## src/rtl/scw_pkg.sv

```systemverilog
// Shared types and constants for the window size constrainer.
// No dependencies; imported by scw_div, window_size_constrainer_top and the testbench.
`timescale 1ns / 1ps
`default_nettype none
package scw_pkg;

  localparam int DIM_BITS     = 16;
  localparam int PROD_BITS    = 2 * DIM_BITS;
  localparam int CFG_W        = 2 * DIM_BITS;
  localparam int CFG_IDX_BITS = 3;

  // register indexes
  localparam logic [CFG_IDX_BITS-1:0] REG_HINT_FLAGS = 3'd0;
  localparam logic [CFG_IDX_BITS-1:0] REG_MIN_SIZE   = 3'd1;
  localparam logic [CFG_IDX_BITS-1:0] REG_MAX_SIZE   = 3'd2;
  localparam logic [CFG_IDX_BITS-1:0] REG_RESIZE_INC = 3'd3;
  localparam logic [CFG_IDX_BITS-1:0] REG_MIN_ASPECT = 3'd4;
  localparam logic [CFG_IDX_BITS-1:0] REG_MAX_ASPECT = 3'd5;

  // hint flag bits
  localparam int FLAG_ASPECT = 0;
  localparam int FLAG_STEP   = 1;
  localparam int FLAG_MAX    = 2;
  localparam int FLAG_BITS   = 3;

  typedef logic [DIM_BITS-1:0]  dim_t;
  typedef logic [PROD_BITS-1:0] prod_t;

  typedef struct packed {
    dim_t req_width;
    dim_t req_height;
    logic enforce_minimum;
  } scw_in_t;

  typedef struct packed {
    dim_t out_width;
    dim_t out_height;
  } scw_out_t;

  // per-item state that rides along the pipeline
  typedef struct packed {
    dim_t w;
    dim_t h;
    dim_t lim_w;
    dim_t lim_h;
    logic act;    // aspect step applies to this item
    logic fire;   // current correction / snap is taken
    logic need2;  // second division of a fit is used
  } scw_ctx_t;

  typedef struct packed {
    scw_ctx_t ctx;
    prod_t    num;
    dim_t     den;
  } scw_req_t;

endpackage
`default_nettype wire

```

## src/rtl/scw_div.sv

```systemverilog
// Pipelined restoring divider, one quotient bit per stage, with item state sideband.
// Depends on scw_pkg. Assumes num[31:16] < den when the quotient is used.
`timescale 1ns / 1ps
`default_nettype none
module scw_div (
  input  logic             clk,
  input  logic             rst_n,
  input  logic             en,
  input  logic             in_valid,
  input  scw_pkg::prod_t   in_num,
  input  scw_pkg::dim_t    in_den,
  input  scw_pkg::scw_ctx_t in_ctx,
  output logic             out_valid,
  output scw_pkg::dim_t    out_quo,
  output scw_pkg::dim_t    out_rem,
  output scw_pkg::scw_ctx_t out_ctx
);
  import scw_pkg::*;

  logic     v_r   [DIM_BITS];
  dim_t     r_r   [DIM_BITS];
  dim_t     nq_r  [DIM_BITS];
  dim_t     den_r [DIM_BITS];
  scw_ctx_t ctx_r [DIM_BITS];

  for (genvar g = 0; g < DIM_BITS; g++) begin : g_stage
    logic                v_src;
    dim_t                r_src;
    dim_t                nq_src;
    dim_t                d_src;
    scw_ctx_t            c_src;
    logic [DIM_BITS:0]   t;
    logic [DIM_BITS:0]   diff;
    logic                ge;
    dim_t                r_nxt;
    dim_t                nq_nxt;

    if (g == 0) begin : g_first
      assign v_src  = in_valid;
      assign r_src  = in_num[PROD_BITS-1:DIM_BITS];
      assign nq_src = in_num[DIM_BITS-1:0];
      assign d_src  = in_den;
      assign c_src  = in_ctx;
    end else begin : g_next
      assign v_src  = v_r[g-1];
      assign r_src  = r_r[g-1];
      assign nq_src = nq_r[g-1];
      assign d_src  = den_r[g-1];
      assign c_src  = ctx_r[g-1];
    end

    assign t      = {r_src, nq_src[DIM_BITS-1]};
    assign ge     = t >= {1'b0, d_src};
    assign diff   = t - {1'b0, d_src};
    assign r_nxt  = ge ? diff[DIM_BITS-1:0] : t[DIM_BITS-1:0];
    assign nq_nxt = {nq_src[DIM_BITS-2:0], ge};

    always_ff @(posedge clk) begin
      if (!rst_n) begin
        v_r[g] <= 1'b0;
      end else if (en) begin
        v_r[g] <= v_src;
      end
    end

    always_ff @(posedge clk) begin
      if (en) begin
        r_r[g]   <= r_nxt;
        nq_r[g]  <= nq_nxt;
        den_r[g] <= d_src;
        ctx_r[g] <= c_src;
      end
    end
  end

  assign out_valid = v_r[DIM_BITS-1];
  assign out_quo   = nq_r[DIM_BITS-1];
  assign out_rem   = r_r[DIM_BITS-1];
  assign out_ctx   = ctx_r[DIM_BITS-1];

endmodule
`default_nettype wire

```

## config.mk

```make
export PLATFORM = sky130hd
export DESIGN_NAME = scw_div
export DESIGN_NICKNAME = d
export VERILOG_FILES = /design/src/rtl/scw_pkg.sv /design/src/rtl/scw_div.sv
export SDC_FILE = /design/constraint.sdc
export NUM_CORES = 2
export LEC_CHECK = 0
export BUFFER_PORTS_ARGS = -buffer_cell sky130_fd_sc_hd__clkbuf_2
export CORE_UTILIZATION = 45
export DETAILED_ROUTE_END_ITERATION = 10
export GPL_ROUTABILITY_DRIVEN = 0
export PLACE_DENSITY = 0.58
export SETUP_SLACK_MARGIN = 0.4
export SYNTH_ARGS = -nofsm -noshare
export SYNTH_HDL_FRONTEND = slang
export SYNTH_SLANG_ARGS = --single-unit
```

## constraint.sdc

```tcl
create_clock -name clk -period 9.49 [get_ports clk]
set_input_delay 0.949 -clock clk [delete_from_list [all_inputs] [get_ports clk]]
set_output_delay 0.949 -clock clk [all_outputs]
set_load 0.01 [all_outputs]
```

==> results by group <==
Status
  • Status: completed

Pwr
  • Worst vdd ir: between 0.15 and 0.2 mV
  • Leakage: 30.0 nW
  • Total Power: 23.6 mW
  • Pwr/cell area: ~290 nW/um^2

Worst hold path
  • Min-delay src: in_ctx[44]
  • Hold Path Class: input port to flop
  • Hold EP: ctx_r[0][44]
  • WHS Path Cells: 1

Cells and area
  • Most frequent cells in the layout: 1839 x edfxtp_1, 330 x inv_1, 256 x ha_1, 223 x nor2_1, 217 x clkbuf_2
  • Multi-input gate area: roughly 14000 sq um
  • Design Area, Final: 80900 sq um
  • Antenna diode count: 0
  • FF/Latch Area: 55200 sq um
  • Area Overhead vs Synth: 13.3%
  • Most common cell after layout, fill and taps aside: edfxtp_1
  • Share of cells above drive strength 1: 14.3%
  • # fillers: between 10000 and 15000
  • # nets final: 4931

Detailed routing
  • Post-Route WL: 106000 microns
  • DRC violations left: 0
  • Initial DRC Count: 2214
  • Mean number of vias per cell: 5.02
  • Per-cell routed wire length: 15.7 microns
  • Routed vias: 33900
  • Antenna viol nets, final: 0
  • Initial DRT Pass Iterations: 5

Synthesis
  • Synthesized cell area: 71400 sq um
  • Ys Warns: 0
  • Distinct cells, synth: 88
  • Cells after Synth: 4211
  • Predominant post-synthesis flop cell: edfxtp_1
  • Seq/Total Area, Yosys: between 70% and 80%
  • Post-synth ARST share: 0%
  • Net Count, Synth: 4602
  • Post-Syn Area per Cell: 17.0 sq um
  • Number of synthesized flops with an enable pin: 1839
  • Synth Register Bits: 1840

Setup path
  • Reg2Reg Capture Point: r_r[14][7]
  • Crit-path cells: inv_1 -> ha_1 -> nor2b_1 -> o211ai_1 -> and3_1 -> o21ai_0 -> a2111oi_0 -> o31a_1 -> a21oi_2 -> mux2_2
  • R2R depth: 10
  • Crit path max-delay cell type: a21oi_2
  • Reg2reg setup slack: 5860 ps
  • CP max FO: 16
  • CP arrival: 4140 ps
  • Worst setup EP type: flop
  • Crit-path max cell delay: 750 ps
  • Crit path from: den_r[13][1]
  • Worst r2r src: den_r[13][1]
  • CP required: ~10000 ps
  • Setup crit start kind: flop
  • Crit Path Category: flop to flop

Clock tree
  • TritonCTS buffer count: 188
  • Hold buffer count at cts: 0
  • Worst-case clock buffer depth: 3
  • Clock root cell: clkbuf_16
  • CTS sink count: 1840
  • Post-CTS sizing: 0
  • CTS tree: done
  • Clk_lat worst skew: between 700 and 800 ps
  • Setup Fix Bufs, Post-CTS: 0
  • Htree depth: 4
  • Clk pin slew, worst setup/hold paths: approximately 60 ps

Timing
  • Fmax: 276 MHz
  • Min cycle time layout: 3630 ps
  • Setup violators final: 0
  • Final period utilization: 38.2%
  • Hold WS: approximately 320 ps
  • Setup TNS: 0 ps
  • Actual slew at the worst max-slew pin: between 1000 and 1500 ps
  • Relative slew slack: 28.3%
  • Worst Skew: roughly 43 ps
  • RSZ-0062 raised after global routing: no
  • Slew Viols, Final: 0
  • Final Hold Viols: 0

Placed design
  • # port buffers: about 220
  • Hpwl dp: between 60000 and 70000 microns
  • Placed inst area: 74700 sq um

Floorplan
  • Die boundary width: 400 microns
  • # rows: between 100 and 150
  • Die area: 160000 sq um
  • Die Span Y: 400 microns
  • Core Area: 157000 sq um
  • Initial core utilization: 45.5%
  • Top-level port count: 219

GRT
  • Initial antenna violation count: 1
  • GRT Resource Usage Total: between 10% and 20%
  • Largest net degree at the start of global routing: 196
  • First-pass GRT wire length: 170000 microns
  • GR Overflow Total: 0
  • Vias in the first global route: 33600

Job
  • Maximum capacitance violations: 0
[synth_stat cells, drive strengths merged (5+ instances only)]
cell type,instances,area [sq um]
edfxtp,1839,55200
inv,330,1240
ha,256,3200
nor2,223,837
a21oi,193,973
o21ai,149,746
nand2,139,522
mux2,121,1410
xnor2,99,867
buf,79,599
xor2,69,604
nor3,50,267
a21o,48,360
nand3,46,230
nor2b,44,275
o21a,43,323
nand2b,40,253
and3,39,244
nand4,31,194
o31ai,29,223
a31oi,26,169
clkbuf,26,97.6
or3,26,163
a21boi,24,184
a211oi,22,178
mux2i,21,210
o211ai,20,164
fa,16,320
o31a,15,131
or2,14,87.6
nor4,13,81.3
o41ai,11,104
nor3b,10,75.1
o21bai,9,67.6
a2111oi,6,52.6
a211o,6,52.6
a31o,6,52.6
and2,6,37.5
o2111ai,6,52.6
o311ai,6,52.6
or4,6,45.0
nand3b,5,37.5
[sequential cells by signal, summed over array words and instances, names as in the netlist]
name   flops
v_r       16
nq_r     256
den_r    240
r_r      256
ctx_r   1072
[layout make-up]
| class | instances | area share [%] |
|---|---|---|
| clock buffer | 218 | 5.95 |
| clock inverter | 129 | 1.74 |
| inverter | 330 | 1.53 |
| multi-input combinational | 1936 | 17.7 |
| sequential | 1840 | 68.3 |
| tap | 2058 | 3.18 |
| timing repair buffer | 244 | 1.68 |
[worst max path at each step]
stage | to | slack [ps] | depth (start not counted)
floorplan | r_r[0][10] | 5890 | 11
global placement | r_r[0][3] | 5130 | 11
detailed placement | r_r[0][6] | 5090 | 11
CTS | r_r[12][13] | 5860 | 10
global route | r_r[3][0] | 5540 | 9
finish | r_r[14][7] | 5860 | 10
[per-layer routing]
metal	vias up	track usage [%]	wire length, microns
li1	16600	-	-
met2	645	22.0	51600
met3	293	2.90	4380
met4	2	6.19	4510
met1	16400	15.9	45500
met5	-	0	13
[worst max-delay path: cells and delay by family (launching register included)]
family                   cells  cell delay [ps]
AND/OR/NAND/NOR              2              420
AO/OA/AOI/OAI                5             1780
multiplexers                 1              420
buffers and inverters        1               60
flip-flops                   1              400
adder cells (fa/ha/maj)      1              280
[where the power goes]
group | total, mW | switching [mW] | internal (mW)
combinational | 5.52 | 3.01 | 2.51
clock | 7.26 | 3.05 | 4.21
sequential | 10.8 | 0.437 | 10.4
total | 23.6 | 6.49 | 17.1
[metrics by stage]
step	utilization (%)	cells	setup slack [ps]
6_report	51.6	6755	5860
5_1_grt	51.6	6755	5540
4_1_cts	51.6	6755	5860
2_1_floorplan	-	4211	5890
3_5_place_dp	47.6	6408	5090
3_3_place_gp	47.6	6408	5130
[cell families after synthesis]
kind of cell             share of synthesized area, %
flip-flops                                       77.3
buffers and inverters                            2.71
XOR/XNOR                                         2.06
adder cells (fa/ha/maj)                          4.93
AO/OA/AOI/OAI                                    5.83
multiplexers                                     2.27
AND/OR/NAND/NOR                                  4.86
Note: power is estimated with default switching activity, not from simulation.
